===== config.mk =====
export PLATFORM = sky130hd
export DESIGN_NAME = asb_front
export DESIGN_NICKNAME = d
export VERILOG_FILES = /design/src/rtl/atomic_scratchpad_bank_top_assert.svh /design/src/rtl/asb_pkg.sv /design/src/rtl/asb_front.sv
export SDC_FILE = /design/constraint.sdc
export NUM_CORES = 1
export LEC_CHECK = 0
export ABC_CLOCK_PERIOD_IN_PS = 1800
export BUFFER_PORTS_ARGS = -buffer_cell sky130_fd_sc_hd__buf_4
export CORE_AREA = 2 2 71 73
export DETAILED_ROUTE_END_ITERATION = 16
export DIE_AREA = 0 0 73 75
export PLACE_DENSITY = 0.73
export SLEW_MARGIN = 20
export SYNTH_ARGS = -nofsm -noshare
export SYNTH_HDL_FRONTEND = slang
export SYNTH_SLANG_ARGS = --single-unit

===== constraint.sdc =====
create_clock -name vclk -period 1.8
set_input_delay 0.09 -clock vclk [all_inputs]
set_output_delay 0.09 -clock vclk [all_outputs]
set_load 0.005 [all_outputs]

===== src/rtl/atomic_scratchpad_bank_top_assert.svh =====
// ----------------------------------------------------------------------------
// Assertion macros for the atomic scratchpad bank
// Implication checks on the block's internal control, compiled out for synthesis.
// ----------------------------------------------------------------------------
`ifndef ATOMIC_SCRATCHPAD_BANK_TOP_ASSERT_SVH
`define ATOMIC_SCRATCHPAD_BANK_TOP_ASSERT_SVH

`ifndef SYNTHESIS

// same-cycle implication
`define ASB_ASSERT_IMPL(name, clk, rst, ante, cons, msg) \
   name: assert property (@(posedge clk) disable iff (rst) (ante) |-> (cons)) \
      else $error(msg);

// next-cycle implication
`define ASB_ASSERT_NEXT(name, clk, rst, ante, cons, msg) \
   name: assert property (@(posedge clk) disable iff (rst) (ante) |=> (cons)) \
      else $error(msg);

`else

`define ASB_ASSERT_IMPL(name, clk, rst, ante, cons, msg)
`define ASB_ASSERT_NEXT(name, clk, rst, ante, cons, msg)

`endif

`endif


===== src/rtl/asb_pkg.sv =====
// ----------------------------------------------------------------------------
// asb_pkg
// Types, codes and lane helpers shared by the atomic scratchpad bank.
// ----------------------------------------------------------------------------
package asb_pkg;

   localparam int ADDR_W      = 10;
   localparam int IDX_MAX_W   = 16;
   localparam int DATA_W      = 64;
   localparam int BYTE_LANES  = 8;
   localparam int QUEUE_DEPTH = 2;

   // request operation codes (the unused code acts as a read)
   localparam logic [2:0] REQ_READ  = 3'd0;
   localparam logic [2:0] REQ_ADD   = 3'd1;
   localparam logic [2:0] REQ_SUB   = 3'd2;
   localparam logic [2:0] REQ_MUL   = 3'd3;
   localparam logic [2:0] REQ_MAX   = 3'd4;
   localparam logic [2:0] REQ_MIN   = 3'd5;
   localparam logic [2:0] REQ_WRITE = 3'd6;

   // element size codes
   localparam logic [1:0] ESZ_1 = 2'd0;
   localparam logic [1:0] ESZ_2 = 2'd1;
   localparam logic [1:0] ESZ_4 = 2'd2;
   localparam logic [1:0] ESZ_8 = 2'd3;

   typedef enum logic [2:0] {
      EX_READ,
      EX_ADD,
      EX_SUB,
      EX_MUL,
      EX_MAX,
      EX_MIN,
      EX_WRITE
   } exec_op_type;

   typedef enum logic [2:0] {
      BS_IDLE,
      BS_LOAD,
      BS_EXEC,
      BS_MUL,
      BS_WRITE
   } back_state_type;

   // classified word handed from front to back
   typedef struct packed {
      exec_op_type           op;
      logic [IDX_MAX_W-1:0]  idx;
      logic [1:0]            elem_size;
      logic [DATA_W-1:0]     operand;
      logic [BYTE_LANES-1:0] write_mask;
      logic                  mask_error;
   } asb_item_type;

   // bit i set when byte i opens an element
   function automatic logic [BYTE_LANES-1:0] lane_starts(input logic [1:0] esz);
      logic [BYTE_LANES-1:0] s;
      s = '0;
      case (esz)
         ESZ_1:   s = 8'hFF;
         ESZ_2:   s = 8'h55;
         ESZ_4:   s = 8'h11;
         default: s = 8'h01;
      endcase
      return s;
   endfunction

   // bytes that exist in a line of lb bytes
   function automatic logic [BYTE_LANES-1:0] line_byte_mask(input int lb);
      logic [BYTE_LANES-1:0] m;
      m = '0;
      for (int i = 0; i < BYTE_LANES; i++) m[i] = (i < lb);
      return m;
   endfunction

   function automatic logic [DATA_W-1:0] line_bit_mask(input int lb);
      logic [DATA_W-1:0] m;
      m = '0;
      for (int i = 0; i < BYTE_LANES; i++) m[8*i +: 8] = {8{(i < lb)}};
      return m;
   endfunction

   // byte-wise adder whose carry restarts with cin at every element start
   function automatic logic [DATA_W-1:0] seg_add(input logic [DATA_W-1:0]     a,
                                                 input logic [DATA_W-1:0]     b,
                                                 input logic                  cin,
                                                 input logic [BYTE_LANES-1:0] starts);
      logic [DATA_W-1:0] sum;
      logic              carry;
      logic [8:0]        part;
      sum   = '0;
      carry = 1'b0;
      for (int i = 0; i < BYTE_LANES; i++) begin
         if (starts[i]) carry = cin;
         part = {1'b0, a[8*i +: 8]} + {1'b0, b[8*i +: 8]} + {8'd0, carry};
         sum[8*i +: 8] = part[7:0];
         carry = part[8];
      end
      return sum;
   endfunction

endpackage


===== src/rtl/asb_front.sv =====
// ----------------------------------------------------------------------------
// asb_front
// Classifies an incoming word: decodes the operation, folds the line address
// into the bank, checks the byte mask against element boundaries.
// ----------------------------------------------------------------------------
module asb_front #(
   parameter int LINE_BYTES = 8,
   parameter int BANK_LINES = 1024
) (
   input  logic [2:0]                     req_type,
   input  logic [asb_pkg::ADDR_W-1:0]     line_addr,
   input  logic [1:0]                     elem_size,
   input  logic [asb_pkg::DATA_W-1:0]     operand,
   input  logic [asb_pkg::BYTE_LANES-1:0] byte_mask,
   output asb_pkg::asb_item_type          item
);
   import asb_pkg::*;

   localparam logic [BYTE_LANES-1:0] LINE_BYTE_MASK = line_byte_mask(LINE_BYTES);
   localparam logic [DATA_W-1:0]     LINE_BIT_MASK  = line_bit_mask(LINE_BYTES);

   exec_op_type           op;
   logic [ADDR_W-1:0]     rem;
   logic [BYTE_LANES-1:0] starts;
   logic                  split;

   // operation decode
   always_comb begin
      unique case (req_type)
         REQ_READ:  op = EX_READ;
         REQ_ADD:   op = EX_ADD;
         REQ_SUB:   op = EX_SUB;
         REQ_MUL:   op = EX_MUL;
         REQ_MAX:   op = EX_MAX;
         REQ_MIN:   op = EX_MIN;
         REQ_WRITE: op = EX_WRITE;
         default:   op = EX_READ;
      endcase
   end

   // address modulo bank size, restoring remainder against shifted bank size
   always_comb begin
      rem = line_addr;
      for (int k = ADDR_W - 1; k >= 0; k--) begin
         if ({17'd0, rem} >= (27'(BANK_LINES) << k))
            rem = rem - ADDR_W'(27'(BANK_LINES) << k);
      end
   end

   // mask must agree with its neighbor inside an element, within the line
   always_comb begin
      starts = lane_starts(elem_size);
      split  = 1'b0;
      for (int i = 1; i < BYTE_LANES; i++) begin
         if (LINE_BYTE_MASK[i] && !starts[i] && (byte_mask[i] != byte_mask[i-1]))
            split = 1'b1;
      end
   end

   always_comb begin
      item.op         = op;
      item.idx        = IDX_MAX_W'(rem);
      item.elem_size  = elem_size;
      item.operand    = operand & LINE_BIT_MASK;
      item.mask_error = (op != EX_READ) && split;
      item.write_mask = ((op == EX_READ) || split) ? '0 : (byte_mask & LINE_BYTE_MASK);
   end

endmodule


==> metrics.md <==
| Metric | Value |
|---|---|
| Fillcell total | 544 |
| Crit-path max FO | 8 |
| Sequential area share after synthesis | 0% |
| WP data arrival | 1.35 ns |
| Critical path cell sequence | buf_4, xnor2_1, a41oi_1, a2111oi_4, and2_1, buf_4 |
| DR iter-0 viols | 6 |
| Total GRT Usage | 5.74% |
| Mapped cell area | 855 µm² |
| Syn_area_per_cell | 7.50 µm² |
| Die Area | 0.00548 mm² |
| Place WS | 0.293 ns |
| Hold Path Depth | 0 |
| Worst VDD drop | 0.0645 mV |
| Max-cap viol count | 0 |
| Setup Crit Path Kind | input pin to output pin |
| Number of cell rows | 25 |
| Int Power | 0.0000632 W |
| Fmax | 695 MHz |
| Aggregate negative setup slack | 0 ns |
| First-pass GRT wire length | 2370 µm |
| Routed vias/inst | 3.62 |
| Worst hold slack | 0.180 ns |
| Tcrit/Tclk final | 79.9% |
| Sequential share of power | 0% |
| Register area | 0 µm² |
| Status | finished clean |
| Share of layout cells above drive strength 1 | 48.4% |
| Cell mode on critical path | buf_4 |
| Post-route setup slack | 0.361 ns |
| WP data required | 1.71 ns |
| RSZ-0062 raised after global routing | no |
| Core Util, Final | 11.3% |
| 1st-pass router iterations | 4 |
| Clock Buffer Count | 0 |
| Setup violators final | 0 |
| CP max-delay cell | a2111oi_4 |
| Routability Congestion | 0.641 |
| CTS Hold Bufs | 0 |
| Slew Limit Fails | 0 |
| Post-cts resize count | 0 |
| Area growth from synthesis to layout | -38.2% |
| Post-DP HPWL | 1690 µm |
| Die X | 73 µm |
| P_sw | 0.0000522 W |
| DRC | 0 |
| N_diodes | 0 |
| Dpl cell area | 528 µm² |
| Worst setup endpoint | item[3] |
| Crit. End Element | output pin |
| Critical path launch point type | input pin |
| Slowest stage delay, CP | 0.40 ns |
| Initial antenna violation count | 0 |
| Yosys warns | 0 |
| Gate power share | 100.0% |
| Synth area leader | buf_4 |
| PortBufs | 27 |
| Hold Vio Cnt, Final | 0 |
| Commonest non-fill, non-tap cell in the layout | buf_4 |
| Setup crit start | byte_mask[6] |
| Hold WC Path Type | input pin to output pin |
| Commonest cells after routing, fill and taps aside | buf_4, and2_1, xnor2_1, conb_1, a21boi_0 |
| Buffer and inverter count on the worst path | 2 |
| Period minus WS final | 1.44 ns |
| Drt wl/cell | 15.8 µm |
| Cell area after layout | 528 µm² |
| Vias | 427 |
| IO Pins | 181 |
| Ranking of synthesized cells by area | buf_4, xnor2_1, and2_1 |
| Core area | 0.00466 mm² |
| WP depth | 6 |
| Area occupied by multi-input gates | 258 µm² |
| Setup bufs post-CTS | 0 |
| NumNets Final | 153 |
| Vias in the first global route | 373 |
| Seq_cells | 0 |
| Share of the synthesized area in the top cell type | 72.0% |
| Clk pwr share | 0% |
| Antenna violation net count after detailed routing | 0 |
| Delay-heaviest family, CP | compound AO/OA/AOI/OAI gates |
| Final WL | 1870 µm |
| Starting Density | 18.3% |
| P per Cell Area | 219 mW/mm² |
| Die height | 75 µm |
| Sw Share | 45.2% |
| Largest net degree at the start of global routing | 9 |
| Static leakage | 0.230 nW |
| Gate Count Post-Synth | 114 |
| Unique masters post-synth | 18 |
| Remaining global-route overflow | 0 |
[synth_stat cells (all sizes together)]
| library cell | number |
|---|---|
| buf | 82 |
| conb | 1 |
| nor2 | 1 |
| and3 | 1 |
| a21boi | 3 |
| a41oi | 1 |
| nand3 | 1 |
| a21oi | 1 |
| xnor2 | 6 |
| nand4 | 1 |
| or3 | 1 |
| xor2 | 1 |
| nand2 | 2 |
| and2 | 9 |
| o21ai | 2 |
| a2111oi | 1 |
[kinds of logic after synthesis]
family,share of synthesized area (%)
buffers and inverters,72.0
AND/OR/NAND/NOR,11.7
AO/OA/AOI/OAI,8.64
XOR/XNOR,7.17
other,0.439
[through the flow]
step,power (W),instances
final,0.000115,118
after floorplan,0.000196,119
after global placement,0.000118,118
after detailed placement,0.000119,118
after global routing,0.000130,118
after CTS,0.000119,118
[layout make-up]
class              count  share of cell area [%]
multi-input cells     37                    48.8
repair buffers        27                    38.4
well taps             54                    12.8
[routing by layer]
metal	routed length [µm]	global-route usage, %	vias up	part of all wire, %
met5	0	0	-	0
met4	192	5.76	0	10
met1	465	5.44	162	25
met2	812	8.81	65	43
met3	398	2.95	28	21
li1	-	-	172	-
[power groups by stage]
stage / Clock, W / Sequential, W / Combinational, W
finish: 0 / 0 / 0.000115
global route: 0 / 0 / 0.000130
CTS: 0 / 0 / 0.000119
detailed placement: 0 / 0 / 0.000119
global placement: 0 / 0 / 0.000118
floorplan: 0 / 0 / 0.000196
[worst min-delay path by stage]
stage | end | slack [ns] | startpoint
floorplan | item[91] | 0.26 | req_type[1]
global placement | item[15] | 0.18 | operand[6]
detailed placement | item[15] | 0.18 | operand[6]
CTS | item[15] | 0.18 | operand[6]
global route | item[19] | 0.18 | operand[10]
finish | item[40] | 0.18 | operand[31]
(Power assumes the default switching activity.)
