[src/rtl/atomic_scratchpad_bank_top_assert.svh]
// ----------------------------------------------------------------------------
// Assertion macros for the atomic scratchpad bank
// Implication checks on the block's internal control, compiled out for synthesis.
// ----------------------------------------------------------------------------
`ifndef ATOMIC_SCRATCHPAD_BANK_TOP_ASSERT_SVH
`define ATOMIC_SCRATCHPAD_BANK_TOP_ASSERT_SVH

`ifndef SYNTHESIS

// same-cycle implication
`define ASB_ASSERT_IMPL(name, clk, rst, ante, cons, msg) \
   name: assert property (@(posedge clk) disable iff (rst) (ante) |-> (cons)) \
      else $error(msg);

// next-cycle implication
`define ASB_ASSERT_NEXT(name, clk, rst, ante, cons, msg) \
   name: assert property (@(posedge clk) disable iff (rst) (ante) |=> (cons)) \
      else $error(msg);

`else

`define ASB_ASSERT_IMPL(name, clk, rst, ante, cons, msg)
`define ASB_ASSERT_NEXT(name, clk, rst, ante, cons, msg)

`endif

`endif

[src/rtl/asb_pkg.sv]
// ----------------------------------------------------------------------------
// asb_pkg
// Types, codes and lane helpers shared by the atomic scratchpad bank.
// ----------------------------------------------------------------------------
package asb_pkg;

   localparam int ADDR_W      = 10;
   localparam int IDX_MAX_W   = 16;
   localparam int DATA_W      = 64;
   localparam int BYTE_LANES  = 8;
   localparam int QUEUE_DEPTH = 2;

   // request operation codes (the unused code acts as a read)
   localparam logic [2:0] REQ_READ  = 3'd0;
   localparam logic [2:0] REQ_ADD   = 3'd1;
   localparam logic [2:0] REQ_SUB   = 3'd2;
   localparam logic [2:0] REQ_MUL   = 3'd3;
   localparam logic [2:0] REQ_MAX   = 3'd4;
   localparam logic [2:0] REQ_MIN   = 3'd5;
   localparam logic [2:0] REQ_WRITE = 3'd6;

   // element size codes
   localparam logic [1:0] ESZ_1 = 2'd0;
   localparam logic [1:0] ESZ_2 = 2'd1;
   localparam logic [1:0] ESZ_4 = 2'd2;
   localparam logic [1:0] ESZ_8 = 2'd3;

   typedef enum logic [2:0] {
      EX_READ,
      EX_ADD,
      EX_SUB,
      EX_MUL,
      EX_MAX,
      EX_MIN,
      EX_WRITE
   } exec_op_type;

   typedef enum logic [2:0] {
      BS_IDLE,
      BS_LOAD,
      BS_EXEC,
      BS_MUL,
      BS_WRITE
   } back_state_type;

   // classified word handed from front to back
   typedef struct packed {
      exec_op_type           op;
      logic [IDX_MAX_W-1:0]  idx;
      logic [1:0]            elem_size;
      logic [DATA_W-1:0]     operand;
      logic [BYTE_LANES-1:0] write_mask;
      logic                  mask_error;
   } asb_item_type;

   // bit i set when byte i opens an element
   function automatic logic [BYTE_LANES-1:0] lane_starts(input logic [1:0] esz);
      logic [BYTE_LANES-1:0] s;
      s = '0;
      case (esz)
         ESZ_1:   s = 8'hFF;
         ESZ_2:   s = 8'h55;
         ESZ_4:   s = 8'h11;
         default: s = 8'h01;
      endcase
      return s;
   endfunction

   // bytes that exist in a line of lb bytes
   function automatic logic [BYTE_LANES-1:0] line_byte_mask(input int lb);
      logic [BYTE_LANES-1:0] m;
      m = '0;
      for (int i = 0; i < BYTE_LANES; i++) m[i] = (i < lb);
      return m;
   endfunction

   function automatic logic [DATA_W-1:0] line_bit_mask(input int lb);
      logic [DATA_W-1:0] m;
      m = '0;
      for (int i = 0; i < BYTE_LANES; i++) m[8*i +: 8] = {8{(i < lb)}};
      return m;
   endfunction

   // byte-wise adder whose carry restarts with cin at every element start
   function automatic logic [DATA_W-1:0] seg_add(input logic [DATA_W-1:0]     a,
                                                 input logic [DATA_W-1:0]     b,
                                                 input logic                  cin,
                                                 input logic [BYTE_LANES-1:0] starts);
      logic [DATA_W-1:0] sum;
      logic              carry;
      logic [8:0]        part;
      sum   = '0;
      carry = 1'b0;
      for (int i = 0; i < BYTE_LANES; i++) begin
         if (starts[i]) carry = cin;
         part = {1'b0, a[8*i +: 8]} + {1'b0, b[8*i +: 8]} + {8'd0, carry};
         sum[8*i +: 8] = part[7:0];
         carry = part[8];
      end
      return sum;
   endfunction

endpackage

[src/rtl/asb_queue.sv]
// ----------------------------------------------------------------------------
// asb_queue
// Short FIFO of classified words between the front and the back.
// ----------------------------------------------------------------------------
`include "atomic_scratchpad_bank_top_assert.svh"

module asb_queue (
   input  logic                  clock,
   input  logic                  reset,
   input  logic                  push,
   input  asb_pkg::asb_item_type push_item,
   output logic                  full,
   input  logic                  pop,
   output asb_pkg::asb_item_type pop_item,
   output logic                  empty
);
   import asb_pkg::*;

   localparam int PTR_W = $clog2(QUEUE_DEPTH);
   localparam int CNT_W = $clog2(QUEUE_DEPTH + 1);

   asb_item_type      slot_ff [QUEUE_DEPTH];
   logic [PTR_W-1:0]  wr_ptr_ff, wr_ptr_in;
   logic [PTR_W-1:0]  rd_ptr_ff, rd_ptr_in;
   logic [CNT_W-1:0]  count_ff, count_in;

   assign full     = (count_ff == CNT_W'(QUEUE_DEPTH));
   assign empty    = (count_ff == '0);
   assign pop_item = slot_ff[rd_ptr_ff];

   // pointer and fill tracking
   always_comb begin
      wr_ptr_in = push ? wr_ptr_ff + 1'b1 : wr_ptr_ff;
      rd_ptr_in = pop  ? rd_ptr_ff + 1'b1 : rd_ptr_ff;
      count_in  = count_ff;
      if (push && !pop) count_in = count_ff + 1'b1;
      else if (pop && !push) count_in = count_ff - 1'b1;
   end

   always_ff @(posedge clock) begin
      if (reset) begin
         wr_ptr_ff <= '0;
         rd_ptr_ff <= '0;
         count_ff  <= '0;
      end else begin
         wr_ptr_ff <= wr_ptr_in;
         rd_ptr_ff <= rd_ptr_in;
         count_ff  <= count_in;
      end
   end

   // storage
   always_ff @(posedge clock) begin
      if (push) slot_ff[wr_ptr_ff] <= push_item;
   end

   `ASB_ASSERT_IMPL(a_q_bound, clock, reset, 1'b1, count_ff <= CNT_W'(QUEUE_DEPTH), "queue overfilled")
   `ASB_ASSERT_IMPL(a_q_pop_nonempty, clock, reset, pop, !empty, "pop from empty queue")
   `ASB_ASSERT_NEXT(a_q_fill, clock, reset, push && !pop, count_ff == $past(count_ff) + 1'b1, "fill count lost a word")

endmodule

[config.mk]
export PLATFORM = sky130hd
export DESIGN_NAME = asb_queue
export DESIGN_NICKNAME = d
export VERILOG_FILES = /design/src/rtl/asb_pkg.sv /design/src/rtl/asb_queue.sv
export VERILOG_INCLUDE_DIRS = /design/src /design/src/rtl
export SDC_FILE = /design/constraint.sdc
export NUM_CORES = 1
export LEC_CHECK = 0
export BUFFER_PORTS_ARGS = -buffer_cell sky130_fd_sc_hd__buf_2
export CORE_MARGIN = 2
export CORE_UTILIZATION = 47
export CTS_CLUSTER_SIZE = 20
export DETAILED_ROUTE_END_ITERATION = 6
export PLACE_DENSITY = 0.76
export SETUP_SLACK_MARGIN = 0.4
export SYNTH_ARGS = -nofsm -noshare
export SYNTH_HDL_FRONTEND = slang
export SYNTH_SLANG_ARGS = --single-unit
[constraint.sdc]
create_clock -name clock -period 4.7 [get_ports clock]
set_input_delay 0.47 -clock clock [delete_from_list [all_inputs] [get_ports clock]]
set_output_delay 0.47 -clock clock [all_outputs]
set_load 0.05 [all_outputs]
==> metrics.yaml, run 1 <==
place.gp.congestion: 0.707
power.internal_w: 0.00292
grt_pass1_wl_um: 18600
synthesis.nets: 413
post_cts_buffers: 0
drt_first_pass_iters: 4
start_util: 0.482
ys_warn_count: 0
ant_nets: 0
clk_latency_ns: 0.42
p_clk_frac: 0.322
grt_pass1_vias: 3765
core_mm2: 0.0145
tightest_slew_ns: 1.06
ios: 194
drt-wirelength-per-cell_um: 17.0
fin_crit_ns: 2.95
p_per_area_mw_per_mm2: 461
share_comb_of_total_power: 0.164
clock-sinks: 193
hold_start: "push_item[82]"
power_frac_seq: 0.514
drt-initial-drc-count: 149
diodes: 0
maxSlewViolCount: 0
yosys.area_share.simple: 0.00626
max_clock_freq_ghz: 0.339
io_buffers: 193
period_share: 0.627
relSlewSlack: 0.294
irDropWorstVdd_mv: 0.271
rrSetupSlack_ns: 2.60
r2r-start: "wr_ptr_ff"
clk_pin_slew_ns: 0.07
r2r-end: "slot_ff[1][3]"
critPathLaunchType: "flip-flop"
cts_hold_buf: 0
yosys.area_share.xor_xnor: 0.00501
drive_above_1_share: 0.597
worstSetupPathType: "flip-flop to output port"
die_h_um: 126
whs_ns: 0.238
synth_cells: 314
status: "finished, final reports clean"
p_switching_w: 0.00109
totalPowerFinal_w: 0.00401
crit_arrival_ns: 2.48
area_delta_synth_final_pct: 24.0
rsz0062_at_grt: "no"
root_buffer: "clkbuf_16"
grt_max_degree: 78
synth_area_per_cell_um2: 22.3
drc_errors: 0
hold_path.class: "primary input to flip-flop"
netlist_area_mm2: 0.00700
yosys.area_share.adder: 0.00179
cap_violations: 0
whs_path_depth: 1
synth_top_family_by_area: "multiplexers"
numCtsBuffers: 17
synthMuxAreaShare: 0.151
via_per_inst: 4.94
ys_seq_area_frac: 0.821
ys_seq_elements: 193
hold_path_end: "slot_ff[0][82]"
hpwlAfterDp_um: 7840
cts_tree: "yes"
rows: 44
cts_buffer_depth: 2
yosys.cell_types.count: 16
antenna_found_initial: 0
synth_compound_area_frac: 0.00143
fin_worst_skew_ns: 0.00806
vias: 3542
hold_viol_final: 0
power_leakage_nw: 3.24
ctsResizeCount: 0
routed_wl_um: 12200
switching_share: 0.272
end_kind: "output port"
grt_usage: 0.154
dieArea_mm2: 0.0159
overflow: 0
finalSetupTns_ns: 0
cts_htree_levels: 4
nets: 619
setup_viol: 0
path_max_fanout: 77
cp_data_required_time_ns: 4.23
die_w_um: 126
reg2reg_depth: 2
[logic make-up (layout without fill, tap and decap cells)]
group                    after synthesis  in the layout
AND/OR/NAND/NOR                        9              9
adder cells (fa/ha/maj)                1              1
XOR/XNOR                               4              4
multiplexers                          94             94
buffers and inverters                 11            230
flip-flops                           193            193
AO/OA/AOI/OAI                          2              2
[cell type report]
type | instances | area (um^2)
Fill cell | 1095 | 5850
Tap cell | 184 | 230
Timing Repair Buffer | 197 | 996
Clock buffer | 20 | 437
Sequential cell | 193 | 5750
Multi-Input combinational cell | 110 | 1170
Clock inverter | 12 | 93.8
Inverter | 1 | 3.75
[worst max-delay path by stage]
stage	endpoint	from	depth (start not counted)	slack (ns)
6_report	pop_item[65]	flip-flop	3	1.75
5_1_grt	pop_item[65]	flip-flop	3	1.58
4_1_cts	pop_item[65]	flip-flop	3	1.72
3_5_place_dp	pop_item[65]	flip-flop	3	2.18
3_3_place_gp	pop_item[70]	flip-flop	3	2.23
2_1_floorplan	slot_ff[0][0]	push	1	1.34
[sequential cells by signal, summed over array words and instances (netlist names), named ones only]
register / cells
wr_ptr_ff: 1
count_ff: 2
slot_ff: 188
rd_ptr_ff: 1
[Yosys cell counts (all sizes together)]
| library cell | instances | share of area |
|---|---|---|
| a21oi | 1 | 0.00071 |
| and2 | 1 | 0.00089 |
| buf | 10 | 0.013 |
| dfxtp | 5 | 0.014 |
| edfxtp | 188 | 0.81 |
| ha | 1 | 0.0018 |
| inv | 1 | 0.00054 |
| mux2 | 94 | 0.15 |
| nor2 | 5 | 0.0027 |
| nor2b | 2 | 0.0018 |
| o21ai | 1 | 0.00071 |
| or3 | 1 | 0.00089 |
| xnor2 | 2 | 0.0025 |
| xor2 | 2 | 0.0025 |
[layout by cell type, fill, tap and decap left out, drive strengths merged]
master and count:
buf 197, edfxtp 188, mux2 94, clkbuf 20
clkinv 8, nor2 5, dfxtp 5, clkinvlp 3
xor2 2, xnor2 2, nor2b 2, and2 1
inv 1, o21ai 1, or3 1, a21oi 1
ha 1, bufinv 1
[stage by stage]
step                cell area, um^2  setup slack (ns)  utilization  cells
global placement               8150              2.23        0.561    685
floorplan                      7000              1.34            -    314
detailed placement             8150              2.18        0.561    685
CTS                            8680              1.72        0.597    717
global route                   8680              1.58        0.597    717
finish                         8680              1.75        0.597    717
[routing by layer]
metal | share of wire | track usage | up-vias
met5 | 0 | 0 | -
met2 | 0.50 | 0.256 | 126
met1 | 0.42 | 0.186 | 1739
met4 | 0.019 | 0.0659 | 0
met3 | 0.064 | 0.0489 | 18
li1 | - | - | 1659
[power by group through the flow]
stage          Sequential (W)  Combinational, W  Clock, W
5_1_grt               0.00207          0.000689   0.00139
3_5_place_dp          0.00210          0.000661         0
2_1_floorplan         0.00207          0.000526         0
3_3_place_gp          0.00209          0.000653         0
6_report              0.00206          0.000658   0.00129
4_1_cts               0.00206          0.000664   0.00132
[critical path, cell delays in order (launching register included)]
cell and delay, ns:
dfxtp_4 1.00, buf_4 0.39, mux2_2 0.37, buf_2 0.21
Note: power is estimated with default switching activity, not from simulation.
==> run 2, diff against run 1 <==
==> constraint.sdc (replaced) <==
create_clock -name clock -period 2.7 [get_ports clock]
set_input_delay 0.27 -clock clock [delete_from_list [all_inputs] [get_ports clock]]
set_output_delay 0.27 -clock clock [all_outputs]
set_load 0.05 [all_outputs]
==> run 2 against run 1 <==
Against the previous run:
- sequential cell count did not move
- global-route usage rose by 0.78 points
- final cell count rose by 0.56%
- setup slack got worse by 1.1 ns
- worst hold slack got worse by 0.21 ns
- via count rose by 1.1%
- cell area rose by 1.3%
- critical path type unchanged
- largest power group unchanged
==> metrics.yaml, run 2 (synthesis results as in run 1) <==
grt_pass1_wl_um: 19400  # +4.6%
path_max_fanout: 38  # -51%
maxSlewViolCount: 0  # unchanged
die_w_um: 126  # unchanged
reg.largest.list: "slot_ff x188, count_ff x2"
grt_usage: 0.161  # +0.00777
via_per_inst: 4.97  # +0.54%
clk_pin_slew_ns: 0.07  # about the same
fin_crit_ns: 2.08
hpwlAfterDp_um: 8200  # +4.5%
max_clock_freq_ghz: 0.481
post-place-ws_ns: 0.865  # -1.32 ns
cap_violations: 0  # unchanged
vias: 3581  # +1.1%
ant_nets: 0  # unchanged
setup_slack_ns: 0.619  # -1.13 ns
fin_worst_skew_ns: 0.00756  # -0.000502 ns
hold_viol_final: 0  # unchanged
nets: 623  # +0.65%
drt-wirelength-per-cell_um: 17.4  # +2.7%
setup_viol: 0  # unchanged
end_kind: "output port"
clock-sinks: 193  # unchanged
layout_commonest_cell: "buf_2"
cts_buffer_depth: 2  # unchanged
core_mm2: 0.0145  # unchanged
irDropWorstVdd_mv: 0.472  # +74%
worst-path-buf-inv: 2  # unchanged
drt-initial-drc-count: 204  # +37%
crit_arrival_ns: 1.81  # -0.67 ns
finalSetupTns_ns: 0  # unchanged
p_per_area_mw_per_mm2: 815  # +77%
clk_latency_ns: 0.42  # about the same
die_h_um: 126  # unchanged
period_share: 0.771
overflow: 0  # unchanged
root_buffer: "clkbuf_16"
place.gp.congestion: 0.706  # -0.11%
status: "finished, final reports clean"
routed_wl_um: 12600  # +3.2%
worstSetupPathType: "flip-flop to output port"
final_util: 0.605  # +0.00775
cts_htree_levels: 4  # unchanged
cpPeakStageDelay_ns: 0.52  # -0.48 ns
cts_tree: "yes"
dieArea_mm2: 0.0159  # unchanged
drc_errors: 0  # unchanged
power_leakage_nw: 3.29  # +1.6%
diodes: 0  # unchanged
whs_ns: 0.0302  # -0.207 ns
r2r-start: "wr_ptr_ff"
grt_pass1_vias: 3738  # -0.72%
drive_above_1_share: 0.611  # +0.0142
cp_slowest_cell: "dfxtp_4"
area_delta_synth_final_pct: 25.6
rows: 44  # unchanged
relSlewSlack: 0.496  # +0.202
ios: 194  # unchanged
tightest_slew_ns: 0.755  # -0.304 ns
largest_reg_flops: 188  # unchanged
drt_first_pass_iters: 4  # unchanged
rsz0062_at_grt: "no"
grt_max_degree: 57  # -27%
most-common-layout-cells: "193 x buf_2, 188 x edfxtp_1, 94 x mux2_2, 17 x clkbuf_16"
critPathLaunchType: "flip-flop"
cpLargestDelayFamily: "flip-flops"
regMostFlops: "slot_ff"
n_fill_cell: 1081  # -1.3%
hold_path.class: "primary input to flip-flop"
start_util: 0.482  # unchanged
antenna_found_initial: 2  # +2
cp_data_required_time_ns: 2.43  # -1.80 ns
hold_start: "push_item[58]"
numCtsBuffers: 17  # unchanged
io_buffers: 193  # unchanged
cp_cell_sequence: "buf_12 > mux2_2 > buf_2"
[run 2: cell types whose count changed in the layout (fill, tap and decap cells not counted)]
cell / before / now
buf_4: 4 / 5
inv_6: 0 / 1
clkinv_2: 1 / 2
clkinv_1: 5 / 0
clkinvlp_4: 3 / 5
clkbuf_1: 3 / 2
buf_12: 0 / 2
bufinv_16: 1 / 2
buf_8: 0 / 1
clkbuf_8: 0 / 1
[run 2: layer usage]
metal | vias to the layer above | part of all wire | global-route usage
li1 | 1667 | - | -
met2 | 128 | 0.51 | 0.269
met5 | - | 0.0024 | 0
met1 | 1761 | 0.41 | 0.193
met3 | 21 | 0.065 | 0.0565
met4 | 4 | 0.016 | 0.0659
[run 2: area by class of cell]
cell class | count | area [um^2] | share of cell area
clock inverters | 12 | 134 | 0.0152
well taps | 184 | 230 | 0.0262
flip-flops and latches | 193 | 5750 | 0.654
multi-input cells | 110 | 1170 | 0.133
clock buffers | 20 | 447 | 0.0508
repair buffers | 201 | 1060 | 0.120
inverters | 1 | 3.75 | 0.000427
[run 2: report_power, final]
group          switching [W]  total, W  internal, W
Sequential         0.0000555   0.00355      0.00349
Clock                0.00103   0.00242      0.00139
Combinational       0.000856   0.00120     0.000342
[run 2: final timing paths]
| check | to | slack (ns) | depth (start not counted) |
|---|---|---|---|
| setup reg to reg | slot_ff[0][71] | 1.22 | 2 |
| hold / removal | slot_ff[0][58] | 0.03 | 1 |
| hold reg to reg | count_ff[1] | 0.54 | 2 |
| setup / recovery | pop_item[75] | 0.62 | 3 |
[run 2: timing repair]
item                                    CTS  global route
hold buffers                              0             0
setup buffers                             0             1
gates resized for setup                   0             0
endpoints found under the setup margin    0            53
[run 2: worst register-to-register path, cell delays in order, from the launching register on]
cell and delay, ns:
dfxtp_1 0.35, nor2b_4 0.12, buf_4 0.57
[run 2: metrics by stage]
stage | area (um^2) | cells | total power, W
5_1_grt | 8790 | 721 | 0.00743
3_3_place_gp | 8200 | 688 | 0.00479
2_1_floorplan | 7010 | 314 | 0.00451
4_1_cts | 8780 | 720 | 0.00725
3_5_place_dp | 8200 | 688 | 0.00482
6_report | 8790 | 721 | 0.00717
